--- config.mk ---
export PLATFORM = sky130hd
export DESIGN_NAME = multi_waveform_sample_generator_core
export DESIGN_NICKNAME = d
export VERILOG_FILES = /design/src/hw/rtl/mwsg_pkg.sv /design/src/hw/rtl/mwsg_phase.sv /design/src/hw/rtl/mwsg_level.sv /design/src/hw/rtl/multi_waveform_sample_generator_core.sv
export SDC_FILE = /design/constraint.sdc
export NUM_CORES = 1
export LEC_CHECK = 0
export BUFFER_PORTS_ARGS = -buffer_cell sky130_fd_sc_hd__buf_2
export CELL_PAD_IN_SITES_DETAIL_PLACEMENT = 1
export CELL_PAD_IN_SITES_GLOBAL_PLACEMENT = 1
export CORE_UTILIZATION = 54
export DETAILED_ROUTE_END_ITERATION = 16
export GPL_TIMING_DRIVEN = 0
export HOLD_SLACK_MARGIN = 0.1
export MAX_ROUTING_LAYER = met4
export PLACE_DENSITY_LB_ADDON = 0.1
export SYNTH_ARGS = -nofsm -noshare
export SYNTH_HDL_FRONTEND = slang
export SYNTH_SLANG_ARGS = --single-unit
export TNS_END_PERCENT = 5
--- constraint.sdc ---
create_clock -name clk -period 22.1 [get_ports clk]
set_clock_uncertainty 0.15 [all_clocks]
set_input_delay 0 -clock clk [delete_from_list [all_inputs] [get_ports clk]]
set_output_delay 0 -clock clk [all_outputs]
set_load 0.02 [all_outputs]
--- src/hw/rtl/mwsg_pkg.sv ---
// Package for the multi-waveform sample generator.
// Holds the configuration types, register indexes, per-frequency step table and sine table.
// No dependencies.
package mwsg_pkg;

    localparam int LEVEL_W      = 12;
    localparam int INDEX_W      = 7;
    localparam int SINE_ENTRIES = 100;
    localparam int SINE_IDX_W   = $clog2(SINE_ENTRIES);

    localparam logic [LEVEL_W-1:0] FULL_MV = 12'd3000;

    typedef enum logic [1:0] {
        CFG_WAVE_SELECT  = 2'd0,
        CFG_FREQ_STEP    = 2'd1,
        CFG_DUTY_PERCENT = 2'd2,
        CFG_UNUSED       = 2'd3
    } cfg_index_t;

    typedef enum logic [1:0] {
        WAVE_SQUARE   = 2'd0,
        WAVE_SINE     = 2'd1,
        WAVE_RAMP     = 2'd2,
        WAVE_TRIANGLE = 2'd3
    } wave_t;

    typedef struct packed {
        wave_t      wave_select;
        logic [2:0] freq_step;
        logic [6:0] duty_percent;
    } cfg_t;

    typedef struct packed {
        logic               valid;
        logic [INDEX_W-1:0] phase;
    } stage_t;

    typedef struct packed {
        logic [6:0] period;
        logic [5:0] half;
        logic [2:0] sine_inc;
        logic [7:0] ramp_inc;
        logic [8:0] tri_inc;
    } freq_t;

    function automatic freq_t freq_params(input logic [2:0] step);
        freq_t f;
        unique case (step)
            3'd0, 3'd1: f = '{period: 7'd100, half: 6'd50, sine_inc: 3'd1,
                              ramp_inc: 8'd30, tri_inc: 9'd60};
            3'd2:       f = '{period: 7'd50, half: 6'd25, sine_inc: 3'd2,
                              ramp_inc: 8'd60, tri_inc: 9'd120};
            3'd3:       f = '{period: 7'd33, half: 6'd16, sine_inc: 3'd3,
                              ramp_inc: 8'd90, tri_inc: 9'd180};
            3'd4:       f = '{period: 7'd25, half: 6'd12, sine_inc: 3'd4,
                              ramp_inc: 8'd120, tri_inc: 9'd240};
            default:    f = '{period: 7'd20, half: 6'd10, sine_inc: 3'd5,
                              ramp_inc: 8'd150, tri_inc: 9'd300};
        endcase
        return f;
    endfunction

    localparam logic [LEVEL_W-1:0] SINE_TABLE [SINE_ENTRIES] = '{
        12'd1500, 12'd1594, 12'd1687, 12'd1781, 12'd1873,
        12'd1963, 12'd2052, 12'd2138, 12'd2222, 12'd2303,
        12'd2381, 12'd2456, 12'd2526, 12'd2593, 12'd2655,
        12'd2713, 12'd2766, 12'd2814, 12'd2857, 12'd2894,
        12'd2926, 12'd2952, 12'd2973, 12'd2988, 12'd2997,
        12'd3000, 12'd2997, 12'd2988, 12'd2973, 12'd2952,
        12'd2926, 12'd2894, 12'd2857, 12'd2814, 12'd2766,
        12'd2713, 12'd2655, 12'd2593, 12'd2526, 12'd2456,
        12'd2381, 12'd2303, 12'd2222, 12'd2138, 12'd2052,
        12'd1963, 12'd1873, 12'd1781, 12'd1687, 12'd1594,
        12'd1500, 12'd1405, 12'd1312, 12'd1218, 12'd1126,
        12'd1036, 12'd947,  12'd861,  12'd777,  12'd696,
        12'd618,  12'd543,  12'd473,  12'd406,  12'd344,
        12'd286,  12'd233,  12'd185,  12'd142,  12'd105,
        12'd73,   12'd47,   12'd26,   12'd11,   12'd2,
        12'd0,    12'd2,    12'd11,   12'd26,   12'd47,
        12'd73,   12'd105,  12'd142,  12'd185,  12'd233,
        12'd286,  12'd344,  12'd406,  12'd473,  12'd543,
        12'd618,  12'd696,  12'd777,  12'd861,  12'd947,
        12'd1036, 12'd1126, 12'd1218, 12'd1312, 12'd1405
    };

endpackage

--- src/hw/rtl/mwsg_phase.sv ---
// Sample index counter and input stage of the waveform generator.
// On each input transfer, steps the index when advance is set and wraps it below the period.
// Depends on mwsg_pkg.
module mwsg_phase (
    input  logic                 clk,
    input  logic                 rst_n,
    input  logic                 accept,
    input  logic                 enable,
    input  logic                 advance,
    input  logic [2:0]           freq_step,
    output mwsg_pkg::stage_t     stage
);

    mwsg_pkg::freq_t                 freq;
    logic [mwsg_pkg::INDEX_W-1:0]    phase_count_reg;
    logic [mwsg_pkg::INDEX_W-1:0]    phase_count_next;
    logic [mwsg_pkg::INDEX_W-1:0]    stepped;
    logic                            valid_reg;
    logic                            valid_next;

    always_comb
    begin
        freq    = mwsg_pkg::freq_params(freq_step);
        stepped = advance ? phase_count_reg + 7'd1 : phase_count_reg;
        if (!accept)
        begin
            phase_count_next = phase_count_reg;
        end
        else if (stepped >= freq.period)
        begin
            phase_count_next = '0;
        end
        else
        begin
            phase_count_next = stepped;
        end
        valid_next = enable ? accept : valid_reg;
    end

    always_ff @(posedge clk or negedge rst_n)
    begin
        if (!rst_n)
        begin
            phase_count_reg <= '0;
            valid_reg       <= 1'b0;
        end
        else
        begin
            phase_count_reg <= phase_count_next;
            valid_reg       <= valid_next;
        end
    end

    assign stage.valid = valid_reg;
    assign stage.phase = phase_count_reg;

    a_phase_wrapped: assert property (@(posedge clk) disable iff (!rst_n)
        accept |=> phase_count_reg < $past(freq.period))
        else $error("sample index not wrapped below period");

    a_phase_hold: assert property (@(posedge clk) disable iff (!rst_n)
        (accept && !advance && phase_count_reg < freq.period) |=> $stable(phase_count_reg))
        else $error("sample index moved without advance");

endmodule

--- src/hw/rtl/mwsg_level.sv ---
// Level computation of the waveform generator.
// Maps the sample index and configuration to an output level in mV.
// Depends on mwsg_pkg.
module mwsg_level (
    input  mwsg_pkg::cfg_t                  cfg,
    input  logic [mwsg_pkg::INDEX_W-1:0]    phase,
    output logic [mwsg_pkg::LEVEL_W-1:0]    level_mv
);

    mwsg_pkg::freq_t                  freq;
    logic [13:0]                      square_lhs;
    logic [13:0]                      square_rhs;
    logic [9:0]                       sine_idx;
    logic [mwsg_pkg::SINE_IDX_W-1:0]  sine_addr;
    logic [15:0]                      ramp_level;
    logic [15:0]                      tri_rise;
    logic [15:0]                      tri_drop;
    logic [15:0]                      raw;

    always_comb
    begin
        freq       = mwsg_pkg::freq_params(cfg.freq_step);
        square_lhs = 14'(phase) * 14'd100;
        square_rhs = 14'(freq.period) * 14'(cfg.duty_percent);
        sine_idx   = 10'(freq.sine_inc) * 10'(phase);
        if (sine_idx >= 10'(mwsg_pkg::SINE_ENTRIES))
        begin
            sine_addr = mwsg_pkg::SINE_IDX_W'(mwsg_pkg::SINE_ENTRIES - 1);
        end
        else
        begin
            sine_addr = sine_idx[mwsg_pkg::SINE_IDX_W-1:0];
        end
        ramp_level = 16'(freq.ramp_inc) * 16'(phase);
        tri_rise   = 16'(freq.tri_inc) * 16'(phase);
        tri_drop   = 16'(freq.tri_inc) * 16'(phase - 7'(freq.half));

        unique case (cfg.wave_select)
            mwsg_pkg::WAVE_SQUARE:
            begin
                raw = (square_lhs < square_rhs) ? 16'(mwsg_pkg::FULL_MV) : 16'd0;
            end
            mwsg_pkg::WAVE_SINE:
            begin
                raw = 16'(mwsg_pkg::SINE_TABLE[sine_addr]);
            end
            mwsg_pkg::WAVE_RAMP:
            begin
                raw = ramp_level;
            end
            mwsg_pkg::WAVE_TRIANGLE:
            begin
                if (phase < 7'(freq.half))
                begin
                    raw = tri_rise;
                end
                else if (tri_drop >= 16'(mwsg_pkg::FULL_MV))
                begin
                    raw = 16'd0;
                end
                else
                begin
                    raw = 16'(mwsg_pkg::FULL_MV) - tri_drop;
                end
            end
            default:
            begin
                raw = 16'd0;
            end
        endcase

        if (raw > 16'(mwsg_pkg::FULL_MV))
        begin
            level_mv = mwsg_pkg::FULL_MV;
        end
        else
        begin
            level_mv = raw[mwsg_pkg::LEVEL_W-1:0];
        end
    end

endmodule

--- src/hw/rtl/multi_waveform_sample_generator_core.sv ---
// Top level of the multi-waveform sample generator.
// Holds the configuration registers and result register; uses mwsg_phase, mwsg_level, mwsg_pkg.
//
// Usage:
//   Input channel: in_valid / in_stall with field advance. Each transfer steps the sample
//   index when advance is 1, wraps it to 0 at the samples-per-period count, and yields one
//   result.
//   Output channel: out_valid / out_stall with level_mv (0..3000 mV) and sample_index.
//   Configuration channel: cfg_valid / cfg_ready with cfg_index and cfg_data; index 0 is the
//   waveform, 1 the frequency step, 2 the square duty percent. cfg_ready is always high.
//   Write configuration only while no result is pending.
//   Path: input transfer to result through the index register, then the result register.
//   Throughput: one item per cycle while no result waits under out_stall.
//   Reset: index clears to 0, sine waveform, frequency step 1, duty 50, no result pending.
//   Stall: while a result waits under out_stall, in_stall is raised and both stages hold.
module multi_waveform_sample_generator_core (
    input  logic                            clk,
    input  logic                            rst_n,
    input  logic                            in_valid,
    output logic                            in_stall,
    input  logic                            advance,
    output logic                            out_valid,
    input  logic                            out_stall,
    output logic [mwsg_pkg::LEVEL_W-1:0]    level_mv,
    output logic [mwsg_pkg::INDEX_W-1:0]    sample_index,
    input  logic                            cfg_valid,
    output logic                            cfg_ready,
    input  logic [1:0]                      cfg_index,
    input  logic [6:0]                      cfg_data
);

    mwsg_pkg::cfg_t                   cfg_reg;
    mwsg_pkg::cfg_t                   cfg_next;
    mwsg_pkg::stage_t                 stage;
    logic                             enable;
    logic                             accept;
    logic [mwsg_pkg::LEVEL_W-1:0]     level_calc;
    logic                             out_valid_reg;
    logic                             out_valid_next;
    logic [mwsg_pkg::LEVEL_W-1:0]     level_reg;
    logic [mwsg_pkg::LEVEL_W-1:0]     level_next;
    logic [mwsg_pkg::INDEX_W-1:0]     index_reg;
    logic [mwsg_pkg::INDEX_W-1:0]     index_next;

    assign enable    = !out_valid_reg || !out_stall;
    assign in_stall  = !enable;
    assign accept    = in_valid && enable;
    assign cfg_ready = 1'b1;

    always_comb
    begin
        cfg_next = cfg_reg;
        if (cfg_valid)
        begin
            unique case (mwsg_pkg::cfg_index_t'(cfg_index))
                mwsg_pkg::CFG_WAVE_SELECT:  cfg_next.wave_select  = mwsg_pkg::wave_t'(cfg_data[1:0]);
                mwsg_pkg::CFG_FREQ_STEP:    cfg_next.freq_step    = cfg_data[2:0];
                mwsg_pkg::CFG_DUTY_PERCENT: cfg_next.duty_percent = cfg_data;
                default:                    cfg_next = cfg_reg;
            endcase
        end
    end

    always_ff @(posedge clk or negedge rst_n)
    begin
        if (!rst_n)
        begin
            cfg_reg.wave_select  <= mwsg_pkg::WAVE_SINE;
            cfg_reg.freq_step    <= 3'd1;
            cfg_reg.duty_percent <= 7'd50;
        end
        else
        begin
            cfg_reg <= cfg_next;
        end
    end

    mwsg_phase u_phase (
        .clk       (clk),
        .rst_n     (rst_n),
        .accept    (accept),
        .enable    (enable),
        .advance   (advance),
        .freq_step (cfg_reg.freq_step),
        .stage     (stage)
    );

    mwsg_level u_level (
        .cfg      (cfg_reg),
        .phase    (stage.phase),
        .level_mv (level_calc)
    );

    always_comb
    begin
        out_valid_next = enable ? stage.valid : out_valid_reg;
        level_next     = (enable && stage.valid) ? level_calc : level_reg;
        index_next     = (enable && stage.valid) ? stage.phase : index_reg;
    end

    always_ff @(posedge clk or negedge rst_n)
    begin
        if (!rst_n)
        begin
            out_valid_reg <= 1'b0;
        end
        else
        begin
            out_valid_reg <= out_valid_next;
        end
    end

    always_ff @(posedge clk)
    begin
        level_reg <= level_next;
        index_reg <= index_next;
    end

    assign out_valid    = out_valid_reg;
    assign level_mv     = level_reg;
    assign sample_index = index_reg;

    a_level_range: assert property (@(posedge clk) disable iff (!rst_n)
        out_valid |-> level_mv <= mwsg_pkg::FULL_MV)
        else $error("level above full scale");

    a_square_levels: assert property (@(posedge clk) disable iff (!rst_n)
        (out_valid && cfg_reg.wave_select == mwsg_pkg::WAVE_SQUARE)
            |-> (level_mv == 12'd0 || level_mv == mwsg_pkg::FULL_MV))
        else $error("square level not at a rail");

    a_stage_to_out: assert property (@(posedge clk) disable iff (!rst_n)
        (stage.valid && enable) |=> out_valid)
        else $error("result lost between stages");

endmodule

==> results of run 1 <==
## layer usage
metal  routed length (um)  global-route usage (%)  up-vias  share of wire, %
met3                 3240                    7.71      195               7.7
met4                 2300                    21.7        0               5.5
met2                19700                    68.2      570                47
li1                     -                       -     4964                 -
met5                    0                       -        -                 0
met1                16900                    49.4     5560                40
## final cells by class
cell class / instances / area [um^2] / share of cell area (%)
Multi-Input combinational cell: 1104 / 9100 / 75.7
Sequential cell: 40 / 1100 / 9.16
Inverter: 189 / 709 / 5.90
Timing Repair Buffer: 52 / 350 / 2.91
Tap cell: 270 / 338 / 2.81
Buffer: 69 / 283 / 2.35
Clock buffer: 5 / 125 / 1.04
Clock inverter: 3 / 18.8 / 0.156
Antenna cell: 1 / 2.50 / 0.0208
## worst reg2reg max path, delay by kind of cell, from the launching register on
family          cells  cell delay (ns)
buf+inv             9             1.69
simple gates        5             1.39
xor+xnor            3             0.99
flops               1             0.33
fa+ha+maj           6             2.85
compound gates      9             2.39
## worst max path at each step
stage | slack [ns] | end | from
floorplan | 14.07 | level_mv[7]$_SDFFCE_PN1P_ | cfg_reg[9]$_DFFE_PN0P_
global placement | 12.63 | level_mv[7]$_SDFFCE_PN1P_ | cfg_reg[9]$_DFFE_PN0P_
detailed placement | 12.38 | level_mv[7]$_SDFFCE_PN1P_ | cfg_reg[9]$_DFFE_PN0P_
CTS | 12.23 | level_mv[1]$_SDFFCE_PN0P_ | cfg_reg[9]$_DFFE_PN0P_
global route | 11.52 | level_mv[1]$_SDFFCE_PN0P_ | cfg_reg[9]$_DFFE_PN0P_
finish | 12.04 | level_mv[1]$_SDFFCE_PN0P_ | cfg_reg[9]$_DFFE_PN0P_
## layout by cell type (no fill, tap or decap), drive strengths merged, types with 8 or more instances in the layout
| cell | n |
|---|---|
| nand3 | 23 |
| nor2b | 18 |
| nand4 | 12 |
| clkbuf | 50 |
| edfxtp | 19 |
| o21a | 9 |
| o211ai | 17 |
| ha | 166 |
| fa | 95 |
| nor2 | 114 |
| or2 | 9 |
| dfrtp | 16 |
| a21o | 22 |
| inv | 187 |
| o2111ai | 10 |
| nor3b | 8 |
| nand2 | 129 |
| dlygate4sd3 | 18 |
| xor2 | 20 |
| a31oi | 12 |
| a211oi | 22 |
| and3 | 17 |
| a21oi | 72 |
| xnor2 | 36 |
| buf | 58 |
| o221ai | 9 |
| o21ai | 72 |
| mux2 | 11 |
| nand2b | 30 |
| and2 | 21 |
| nor3 | 36 |
## timing repair
item / in CTS / in global routing
endpoints found under the setup margin: 0 / 0
resized for setup: 0 / 0
hold endpoints to repair: 36 / 0
buffers inserted: 0 / 0
hold buffers: 18 / 0
## cells by family after synthesis
family | count (synthesis) | share of synthesized area (%)
AND/OR/NAND/NOR | 440 | 19.1
AO/OA/AOI/OAI | 328 | 20.3
adder cells (fa/ha/maj) | 262 | 35.6
buffers and inverters | 258 | 8.86
XOR/XNOR | 56 | 4.38
flip-flops | 40 | 9.84
multiplexers | 17 | 1.87
other | 1 | 0.0335
## cells in the mapped netlist, drive strengths merged, types with 8 or more instances
master	instances	area, um^2
o21a	9	67.6
edfxtp	19	571
o2111ai	10	87.6
fa	95	1900
nand3	23	115
nor2b	18	113
nor2	114	435
a211oi	22	170
and2	21	131
nor3b	8	71.3
and3	17	106
nand2	129	484
ha	166	2080
a21o	22	165
xor2	20	175
xnor2	36	315
nor3	36	185
o211ai	17	146
inv	187	702
mux2	11	124
a21oi	72	364
dfrtp	16	400
o21ai	72	364
clkbuf	45	169
nand2b	30	188
buf	24	114
a31oi	12	90.1
o221ai	9	85.1
or2	9	56.3
nand4	12	75.1
## through the flow
stage / hold slack (ns) / instance area, um^2
global placement: -0.146 / 11700
detailed placement: -0.127 / 11700
finish: 0.153 / 12000
CTS: 0.105 / 12000
global route: 0.171 / 12000
floorplan: -0.446 / 11200
==> metrics.log, run 1 <==
INFO  metric grt_max_degree = 20
INFO  metric grt_first_pass_wirelength = approximately 67 mm
INFO  metric fmax = 0.0994 GHz
INFO  metric crit_type = reg2reg
INFO  metric worstSkewPairLatency = 0.31 ns
INFO  metric final-hold-violation-count = 0
INFO  metric clockRootBuffer = clkbuf_16
INFO  metric postSynth.topFlopCell = edfxtp_1
INFO  metric dieWidth = 146 um
INFO  metric detail_route.drc_violations = 0
INFO  metric worstReg2RegEnd = level_mv[1]$_SDFFCE_PN0P_
INFO  metric crit_family = adder cells
INFO  metric synth_cells = 1402
INFO  metric post_route_cells_drive_above_1_share = about 7%
INFO  metric cp.arrival = 9.94 ns
INFO  metric crit_slowest_cell = nor2_1
INFO  metric crit_path_end_kind = flip-flop
INFO  metric rows = 52
INFO  metric critical_path.most_common_cell = inv_1
INFO  metric finalCriticalPeriod = 10.06 ns
INFO  metric drt_wl_total = 42.1 mm
INFO  metric cts_buffers = 5
INFO  metric finalMaxSlewViolations = 0
INFO  metric hpwl = 33.3 mm
INFO  metric io-pin-count = 37
INFO  metric cts.sink_count = 40
INFO  metric iteration_0_drc_count_of_the_detailed_router = around 990
INFO  metric path_clk_slew = 0.07 ns
INFO  metric max_stage_delay_on_crit_path = 0.66 ns
INFO  metric rrSetupSlack = 12.04 ns
INFO  metric yosysUniqueCellTypes = 88
INFO  metric timing.critical_path.fanout_max = 10
INFO  metric final_util = 59.3%
INFO  metric dr_total_vias = 11289
INFO  metric critPathRequiredTime = 21.99 ns
INFO  metric port_buffers = 34
INFO  metric synthesis.nets = 1678
INFO  metric cts_tree = done
INFO  metric grt_setup_unrepaired = no
INFO  metric grt-ovfl-total = 0
INFO  metric buf_inv_on_cp = 9
INFO  metric layout-area-overhead-vs-synth = 7.45%
INFO  metric grt_pass1_vias = between 10000 and 15000
INFO  metric cts-htree-levels = 2
INFO  metric worst-slew-pin-transition = 1.07 ns
INFO  metric routabilityCongestion = 1.02
INFO  metric post_synth_instance_area = 11200 um^2
INFO  metric outcome = complete, no violations
INFO  metric dp.cells = 1706
INFO  metric global_routing_usage_summed_across_all_routing_layers = 41.9%
INFO  metric start_kind = flip-flop
INFO  metric yosys_register_bits = 40
INFO  metric detail-route-antenna-nets = 0
INFO  metric dieArea = 21300 um^2
INFO  metric final_critical_path_setup_slack = roughly 12 ns
INFO  metric cp.depth = 32
INFO  metric starting_density_of_the_core = about 55%
INFO  metric design.final.nets = 1737
INFO  metric vias_per_cell = approximately 6.5
INFO  metric finalSetupViolCount = 0
INFO  metric number_of_antenna_violations_at_the_first_check_in_global_routing = 1
INFO  metric pre_cts_ws = between 10 and 15 ns
INFO  metric wl_per_cell = 24.3 um
INFO  metric synth-edff-count = 19
INFO  metric layout_filler_cell_count = between 2000 and 3000
INFO  metric buffer_levels_on_the_longest_clock_path = 2
INFO  metric layout.cells.non_filler = around 1700
INFO  metric placeableCoreArea = 20300 um^2
INFO  metric synth_seq_area_share = around 10%
INFO  metric totalNegativeSetupSlack = 0 ns
INFO  metric drt_pass1_iterations = 5
INFO  metric synth_warnings = 0
INFO  metric ff2ff_path_depth = 32
INFO  metric ys_async_sr_fraction = 52.5%
INFO  metric min_period_over_period = 45.5%
INFO  metric slew-limit-headroom = 27.9%
INFO  metric chipHeight = 146 um
INFO  metric hold_path_class = in2async
INFO  metric drv_cap = 0
INFO  metric rr_startpoint = cfg_reg[9]$_DFFE_PN0P_
INFO  metric syn_area_per_cell = 7.99 um^2
Power of run 1 is not shown: default switching activity piles up to over one toggle a cycle in this logic, so the estimate is an artifact.
==> run 2, diff against run 1 <==
--- a/config.mk
+++ b/config.mk
@@ -8,7 +8,7 @@
 export BUFFER_PORTS_ARGS = -buffer_cell sky130_fd_sc_hd__buf_2
 export CELL_PAD_IN_SITES_DETAIL_PLACEMENT = 1
 export CELL_PAD_IN_SITES_GLOBAL_PLACEMENT = 1
-export CORE_UTILIZATION = 54
+export CORE_UTILIZATION = 45
 export DETAILED_ROUTE_END_ITERATION = 16
 export GPL_TIMING_DRIVEN = 0
 export HOLD_SLACK_MARGIN = 0.1
==> constraint.sdc (replaced) <==
create_clock -name clk -period 8.46 [get_ports clk]
set_clock_uncertainty 0.15 [all_clocks]
set_input_delay 0 -clock clk [delete_from_list [all_inputs] [get_ports clk]]
set_output_delay 0 -clock clk [all_outputs]
set_load 0.02 [all_outputs]
==> run 2 against run 1 <==
  * Flip-flop and latch count unchanged
  * Routed wire length down 3.2%
  * Clock-buffer cell count unchanged
  * Sequential share of layout area shrank 0.33 points
  * Via count shrank 4.3%
  * Critical path depth is 2 lower
  * Global-route usage is 8.5 points lower
  * Highest routed layer unchanged
  * Register-to-register slack worse by 12 ns
  * Setup slack worse by 12 ns
  * First-iteration DRC count is 21% lower
  * Fmax up 22%
  * Hold slack better by 0.16 ns
==> metrics.log, run 2 (synthesis results as in run 1) <==
INFO  metric grt-ovfl-total = 0 (unchanged)
INFO  metric hold_depth = 3
INFO  metric fmax = 0.121 GHz (was 0.0994 GHz)
INFO  metric iteration_0_drc_count_of_the_detailed_router = 778 (was 991)
INFO  metric dieWidth = 160 um (was 146 um)
INFO  metric cts-htree-levels = 2 (unchanged)
INFO  metric layout-area-overhead-vs-synth = 11.6% (was 7.45%)
INFO  metric area_taken_by_multi_input_logic_gates = 9330 um^2 (was 9100 um^2)
INFO  metric dieArea = 25500 um^2 (was 21300 um^2)
INFO  metric grt_pass1_vias = 11443 (was 12158)
INFO  metric starting_density_of_the_core = 45.9% (was 55.2%)
INFO  metric crit_type = reg2reg (unchanged)
INFO  metric mostFrequentLayoutCells = inv_1, ha_1, nand2_1 (unchanged)
INFO  metric final_util = 51.3% (was 59.3%)
INFO  metric hold_path_class = in2reg (was in2async)
INFO  metric worstReg2RegEnd = level_mv[7]$_SDFFCE_PN1P_ (was level_mv[1]$_SDFFCE_PN0P_)
INFO  metric path_clk_slew = 0.08 ns (was 0.07 ns)
INFO  metric dr_total_vias = 10809 (was 11289)
INFO  metric min_period_over_period = 97.7% (was 45.5%)
INFO  metric design.final.nets = 1750 (was 1737)
INFO  metric timing.critical_path.fanout_max = 10 (unchanged)
INFO  metric io-pin-count = 37 (unchanged)
INFO  metric clockRootBuffer = clkbuf_16 (unchanged)
INFO  metric detailed_place.area = 11800 um^2 (was 11700 um^2)
INFO  metric detail_route.drc_violations = 0 (unchanged)
INFO  metric vias_per_cell = 6.01 (was 6.51)
INFO  metric finalCriticalPeriod = 8.27 ns (was 10.06 ns)
INFO  metric grt_max_degree = 20 (unchanged)
INFO  metric worst-slew-pin-transition = 1.08 ns (was 1.07 ns)
INFO  metric timing.hold.ws = 0.310 ns (was 0.153 ns)
INFO  metric outcome = complete, no violations (unchanged)
INFO  metric routabilityCongestion = 0.945 (was 1.02)
INFO  metric layout_commonest_cell = inv_1 (unchanged)
INFO  metric drv_cap = 0 (unchanged)
INFO  metric rr_startpoint = cfg_reg[7]$_DFFE_PN1P_ (was cfg_reg[9]$_DFFE_PN0P_)
INFO  metric slew-limit-headroom = 27.7% (was 27.9%)
INFO  metric hpwl = 31.9 mm (was 33.3 mm)
INFO  metric cts.sink_count = 40 (unchanged)
INFO  metric grt_first_pass_wirelength = 64.2 mm (was 67.0 mm)
INFO  metric cts_buffers = 5 (unchanged)
INFO  metric start_kind = flip-flop (unchanged)
INFO  metric final-hold-violation-count = 0 (unchanged)
INFO  metric drt_wl_total = 40.8 mm (was 42.1 mm)
INFO  metric layout_filler_cell_count = 3019 (was 2544)
INFO  metric rows = 57 (was 52)
INFO  metric buffer_levels_on_the_longest_clock_path = 2 (unchanged)
INFO  metric critPathRequiredTime = 8.34 ns (was 21.99 ns)
INFO  metric holdCritStartpoint = cfg_data[5]
INFO  metric buf_inv_on_cp = 7 (was 9)
INFO  metric finalSetupViolCount = 0 (unchanged)
INFO  metric ff2ff_path_depth = 30 (was 32)
INFO  metric fin_area = 12500 um^2 (was 12000 um^2)
INFO  metric layout.cells.non_filler = 1799 (was 1733)
INFO  metric cts_tree = done (unchanged)
INFO  metric worstSkewPairLatency = 0.32 ns (was 0.31 ns)
INFO  metric crit_slowest_cell = fa_1 (was nor2_1)
INFO  metric finalMaxSlewViolations = 0 (unchanged)
INFO  metric chipHeight = 160 um (was 146 um)
INFO  metric drt_pass1_iterations = 5 (unchanged)
INFO  metric placeableCoreArea = 24400 um^2 (was 20300 um^2)
INFO  metric rrSetupSlack = 0.19 ns (was 12.04 ns)
INFO  metric worst_hold_path.endpoint = cfg_reg[5]$_DFFE_PN1P_
INFO  metric global_routing_usage_summed_across_all_routing_layers = 33.4% (was 41.9%)
INFO  metric wl_per_cell = 22.7 um (was 24.3 um)
INFO  metric detail-route-antenna-nets = 0 (unchanged)
INFO  metric antenna_cells = 0 (was 1)
INFO  metric number_of_antenna_violations_at_the_first_check_in_global_routing = 0 (was 1)
INFO  metric post_route_cells_drive_above_1_share = 10.7% (was 6.91%)
INFO  metric seqCellArea = 1100 um^2 (about the same)
INFO  metric cp.arrival = 8.15 ns (was 9.94 ns)
INFO  metric port_buffers = 34 (unchanged)
INFO  metric crit_path_end_kind = flip-flop (unchanged)
INFO  metric crit_family = adder cells (unchanged)
INFO  metric dp.cells = 1760 (was 1706)
INFO  metric max_stage_delay_on_crit_path = 0.63 ns (was 0.66 ns)
run 2: changes by cell type in the layout (fill, tap and decap cells not counted), moves of 4 or more:
cell      before  now
a21oi_1       71   67
nor2_1       113  107
xnor2_1       36   32
clkbuf_2       0    5
buf_4          2   20
xor2_2         0    4
nor2_2         0    4
clkbuf_1      45   36
xor2_1        20   16
run 2: how the worst max path moves through the flow:
stage	start	endpoint	slack, ns	cells past startpoint
after floorplan	cfg_reg[9]$_DFFE_PN0P_	level_mv[7]$_SDFFCE_PN1P_	0.43	32
after global placement	cfg_reg[9]$_DFFE_PN0P_	level_mv[1]$_SDFFCE_PN0P_	-1.32	32
after detailed placement	cfg_reg[9]$_DFFE_PN0P_	level_mv[1]$_SDFFCE_PN0P_	-1.35	32
after CTS	cfg_reg[9]$_DFFE_PN0P_	level_mv[7]$_SDFFCE_PN1P_	-0.007	32
after global routing	u_phase.phase_count_reg[0]$_DFFE_PN0P_	level_mv[7]$_SDFFCE_PN1P_	-0.07	30
final	cfg_reg[7]$_DFFE_PN1P_	level_mv[7]$_SDFFCE_PN1P_	0.19	30
run 2: repair_timing:
| item | CTS | global route |
|---|---|---|
| pin swaps | 7 | 15 |
| hold endpoints to repair | 37 | 0 |
| gates resized for setup | 33 | 32 |
| setup endpoints to repair | 12 | 12 |
| hold buffers | 17 | 0 |
| buffers inserted | 6 | 10 |
run 2: per-layer routing:
layer,track usage [%],vias to the layer above,share of wire (%)
li1,-,4978,-
met1,44.6,5374,45
met2,53.1,365,46
met3,3.17,92,5.0
met4,11.4,0,3.4
met5,-,-,0
run 2: final cells by class:
type	count	area share (%)
Tap cell	324	3.24
Clock buffer	5	1.00
Multi-Input combinational cell	1104	74.6
Buffer	67	2.57
Clock inverter	3	0.360
Inverter	189	5.71
Sequential cell	40	8.83
Timing Repair Buffer	67	3.68
run 2: metrics by stage:
step | setup TNS (ns) | worst slack [ns]
6_report | 0 | 0.192
5_1_grt | -0.278 | -0.0746
4_1_cts | -0.00793 | -0.00741
3_5_place_dp | -13.28 | -1.35
3_3_place_gp | -12.84 | -1.32
2_1_floorplan | 0 | 0.433
run 2: worst reg2reg max path, delay by kind of cell, from the launching register on:
family / cells / cell delay (ns)
flip-flops: 1 / 0.60
adder cells (fa/ha/maj): 6 / 2.76
buffers and inverters: 7 / 0.75
XOR/XNOR: 4 / 0.71
AO/OA/AOI/OAI: 8 / 1.74
AND/OR/NAND/NOR: 5 / 1.30
Power of run 2 is left out for the same reason.
==> run 3, diff against run 2 <==
--- a/config.mk
+++ b/config.mk
@@ -6,7 +6,7 @@
 export NUM_CORES = 1
 export LEC_CHECK = 0
 export BUFFER_PORTS_ARGS = -buffer_cell sky130_fd_sc_hd__buf_2
-export CELL_PAD_IN_SITES_DETAIL_PLACEMENT = 1
+export CELL_PAD_IN_SITES_DETAIL_PLACEMENT = 0
 export CELL_PAD_IN_SITES_GLOBAL_PLACEMENT = 1
 export CORE_UTILIZATION = 45
 export DETAILED_ROUTE_END_ITERATION = 16
==> run 3 against run 2 <==
  * Critical path depth stayed put
  * First-iteration DRC count is 10% higher
  * Routed wire length is 10% lower
  * Sequential share of layout area hardly changed
  * Cell count hardly changed
  * Die area stayed put
==> metrics.log, run 3 (synthesis results as in run 1) <==
INFO  metric max_stage_delay_on_crit_path = 0.62 ns (was 0.63 ns)
INFO  metric hold_depth = 3 (unchanged)
INFO  metric path_clk_slew = 0.07 ns (was 0.08 ns)
INFO  metric dieWidth = 160 um (unchanged)
INFO  metric rrSetupSlack = 0.22 ns (was 0.19 ns)
INFO  metric slew-limit-headroom = 29.2% (was 27.7%)
INFO  metric detailed_place.area = 11800 um^2 (unchanged)
INFO  metric mostFrequentLayoutCells = inv_1, ha_1, nand2_1 (unchanged)
INFO  metric clockRootBuffer = clkbuf_16 (unchanged)
INFO  metric cts_tree = done (unchanged)
INFO  metric timing.critical_path.fanout_max = 10 (unchanged)
INFO  metric chipHeight = 160 um (unchanged)
INFO  metric wl_per_cell = 20.4 um (was 22.7 um)
INFO  metric drt_pass1_iterations = 5 (unchanged)
INFO  metric finalMaxSlewViolations = 0 (unchanged)
INFO  metric worst-slew-pin-transition = 1.06 ns (was 1.08 ns)
INFO  metric placeableCoreArea = 24400 um^2 (unchanged)
INFO  metric cts_buffers = 5 (unchanged)
INFO  metric io-pin-count = 37 (unchanged)
INFO  metric min_period_over_period = 97.4% (was 97.7%)
INFO  metric worstSkewPairLatency = 0.30 ns (was 0.32 ns)
INFO  metric cts.sink_count = 40 (unchanged)
INFO  metric drv_cap = 0 (unchanged)
INFO  metric finalSetupViolCount = 0 (unchanged)
INFO  metric fin_area = 12500 um^2 (about the same)
INFO  metric cts-htree-levels = 2 (unchanged)
INFO  metric holdCritStartpoint = cfg_data[6] (was cfg_data[5])
INFO  metric buffer_levels_on_the_longest_clock_path = 2 (unchanged)
INFO  metric vias_per_cell = 5.90 (was 6.01)
INFO  metric hpwl = 28.8 mm (was 31.9 mm)
INFO  metric iteration_0_drc_count_of_the_detailed_router = 857 (was 778)
INFO  metric layout_commonest_cell = inv_1 (unchanged)
INFO  metric rr_startpoint = cfg_reg[9]$_DFFE_PN0P_ (was cfg_reg[7]$_DFFE_PN1P_)
INFO  metric final-hold-violation-count = 0 (unchanged)
INFO  metric grt-ovfl-total = 0 (unchanged)
INFO  metric fmax = 0.121 GHz (about the same)
INFO  metric worstReg2RegEnd = level_mv[7]$_SDFFCE_PN1P_ (unchanged)
INFO  metric finalCriticalPeriod = 8.24 ns (was 8.27 ns)
INFO  metric rows = 57 (unchanged)
INFO  metric start_kind = flip-flop (unchanged)
INFO  metric grt_first_pass_wirelength = 58.6 mm (was 64.2 mm)
INFO  metric dieArea = 25500 um^2 (unchanged)
INFO  metric layout-area-overhead-vs-synth = 11.6% (about the same)
INFO  metric worst_hold_path.endpoint = cfg_reg[6]$_DFFE_PN0P_ (was cfg_reg[5]$_DFFE_PN1P_)
INFO  metric grt_max_degree = 20 (unchanged)
INFO  metric detail_route.drc_violations = 0 (unchanged)
INFO  metric crit_path_end_kind = flip-flop (unchanged)
INFO  metric detail-route-antenna-nets = 0 (unchanged)
INFO  metric starting_density_of_the_core = 45.9% (unchanged)
INFO  metric dr_total_vias = 10610 (was 10809)
INFO  metric outcome = complete, no violations (unchanged)
INFO  metric port_buffers = 34 (unchanged)
INFO  metric crit_type = reg2reg (unchanged)
INFO  metric ff2ff_path_depth = 30 (unchanged)
INFO  metric critPathRequiredTime = 8.35 ns (was 8.34 ns)
INFO  metric number_of_antenna_violations_at_the_first_check_in_global_routing = 0 (unchanged)
INFO  metric antenna_cells = 0 (unchanged)
INFO  metric post_route_cells_drive_above_1_share = 10.9% (was 10.7%)
INFO  metric cp.arrival = 8.13 ns (was 8.15 ns)
INFO  metric hold_path_class = in2reg (unchanged)
INFO  metric drt_wl_total = 36.6 mm (was 40.8 mm)
INFO  metric crit_slowest_cell = fa_2 (was fa_1)
INFO  metric design.final.nets = 1749 (was 1750)
INFO  metric grt_pass1_vias = 10496 (was 11443)
INFO  metric global_routing_usage_summed_across_all_routing_layers = 30.2% (was 33.4%)
INFO  metric routabilityCongestion = 0.945 (unchanged)
## run 3: worst max-delay path, delay by kind of cell, from the launching register on
| family | cells | cell delay (ns) |
|---|---|---|
| flip-flops | 1 | 0.36 |
| AO/OA/AOI/OAI | 7 | 1.43 |
| buffers and inverters | 7 | 0.89 |
| XOR/XNOR | 2 | 0.33 |
| AND/OR/NAND/NOR | 8 | 2.06 |
| adder cells (fa/ha/maj) | 6 | 2.75 |
## run 3: metrics by stage
step | cells | hold WS [ns] | worst slack [ns] | setup TNS, ns | utilization (%)
6_report | 1798 | 0.313 | 0.221 | 0 | 51.2
3_3_place_gp | 1760 | -0.132 | -1.32 | -12.84 | 48.3
3_5_place_dp | 1760 | -0.114 | -1.27 | -12.63 | 48.3
2_1_floorplan | 1402 | -0.446 | 0.433 | 0 | -
5_1_grt | 1798 | 0.326 | -0.0272 | -0.0272 | 51.2
4_1_cts | 1791 | 0.306 | -0.0490 | -0.0490 | 50.3
## run 3: metal layers
metal	wire [um]	vias up	GRT usage, %
li1	-	4989	-
met1	17100	5113	41.8
met2	16200	410	46.1
met3	2020	98	2.70
met4	1250	0	10.2
met5	0	-	-
## run 3: area by class of cell
cell class | count | area [um^2]
Multi-Input combinational cell | 1104 | 9350
Buffer | 67 | 303
Tap cell | 324 | 405
Clock buffer | 5 | 125
Sequential cell | 40 | 1100
Timing Repair Buffer | 66 | 453
Inverter | 189 | 713
Clock inverter | 3 | 45.0
Fill cell | 2450 | 11900
## run 3: worst max-delay path by stage
stage / from / to / slack [ns] / cells after the start
6_report: cfg_reg[9]$_DFFE_PN0P_ / level_mv[7]$_SDFFCE_PN1P_ / 0.22 / 30
3_3_place_gp: cfg_reg[9]$_DFFE_PN0P_ / level_mv[1]$_SDFFCE_PN0P_ / -1.32 / 32
4_1_cts: cfg_reg[9]$_DFFE_PN0P_ / level_mv[7]$_SDFFCE_PN1P_ / -0.05 / 30
3_5_place_dp: cfg_reg[9]$_DFFE_PN0P_ / level_mv[1]$_SDFFCE_PN0P_ / -1.27 / 32
2_1_floorplan: cfg_reg[9]$_DFFE_PN0P_ / level_mv[7]$_SDFFCE_PN1P_ / 0.43 / 32
5_1_grt: cfg_reg[9]$_DFFE_PN0P_ / level_mv[7]$_SDFFCE_PN1P_ / -0.03 / 30
## run 3: repair_timing
item | in CTS | in global routing
setup endpoints to repair | 12 | 12
buffers inserted | 6 | 9
gates cloned | 0 | 0
gates resized for setup | 28 | 38
hold buffers | 17 | 0
pin swaps | 5 | 10
hold endpoints to repair | 37 | 0
Power of run 3 is left out for the same reason.
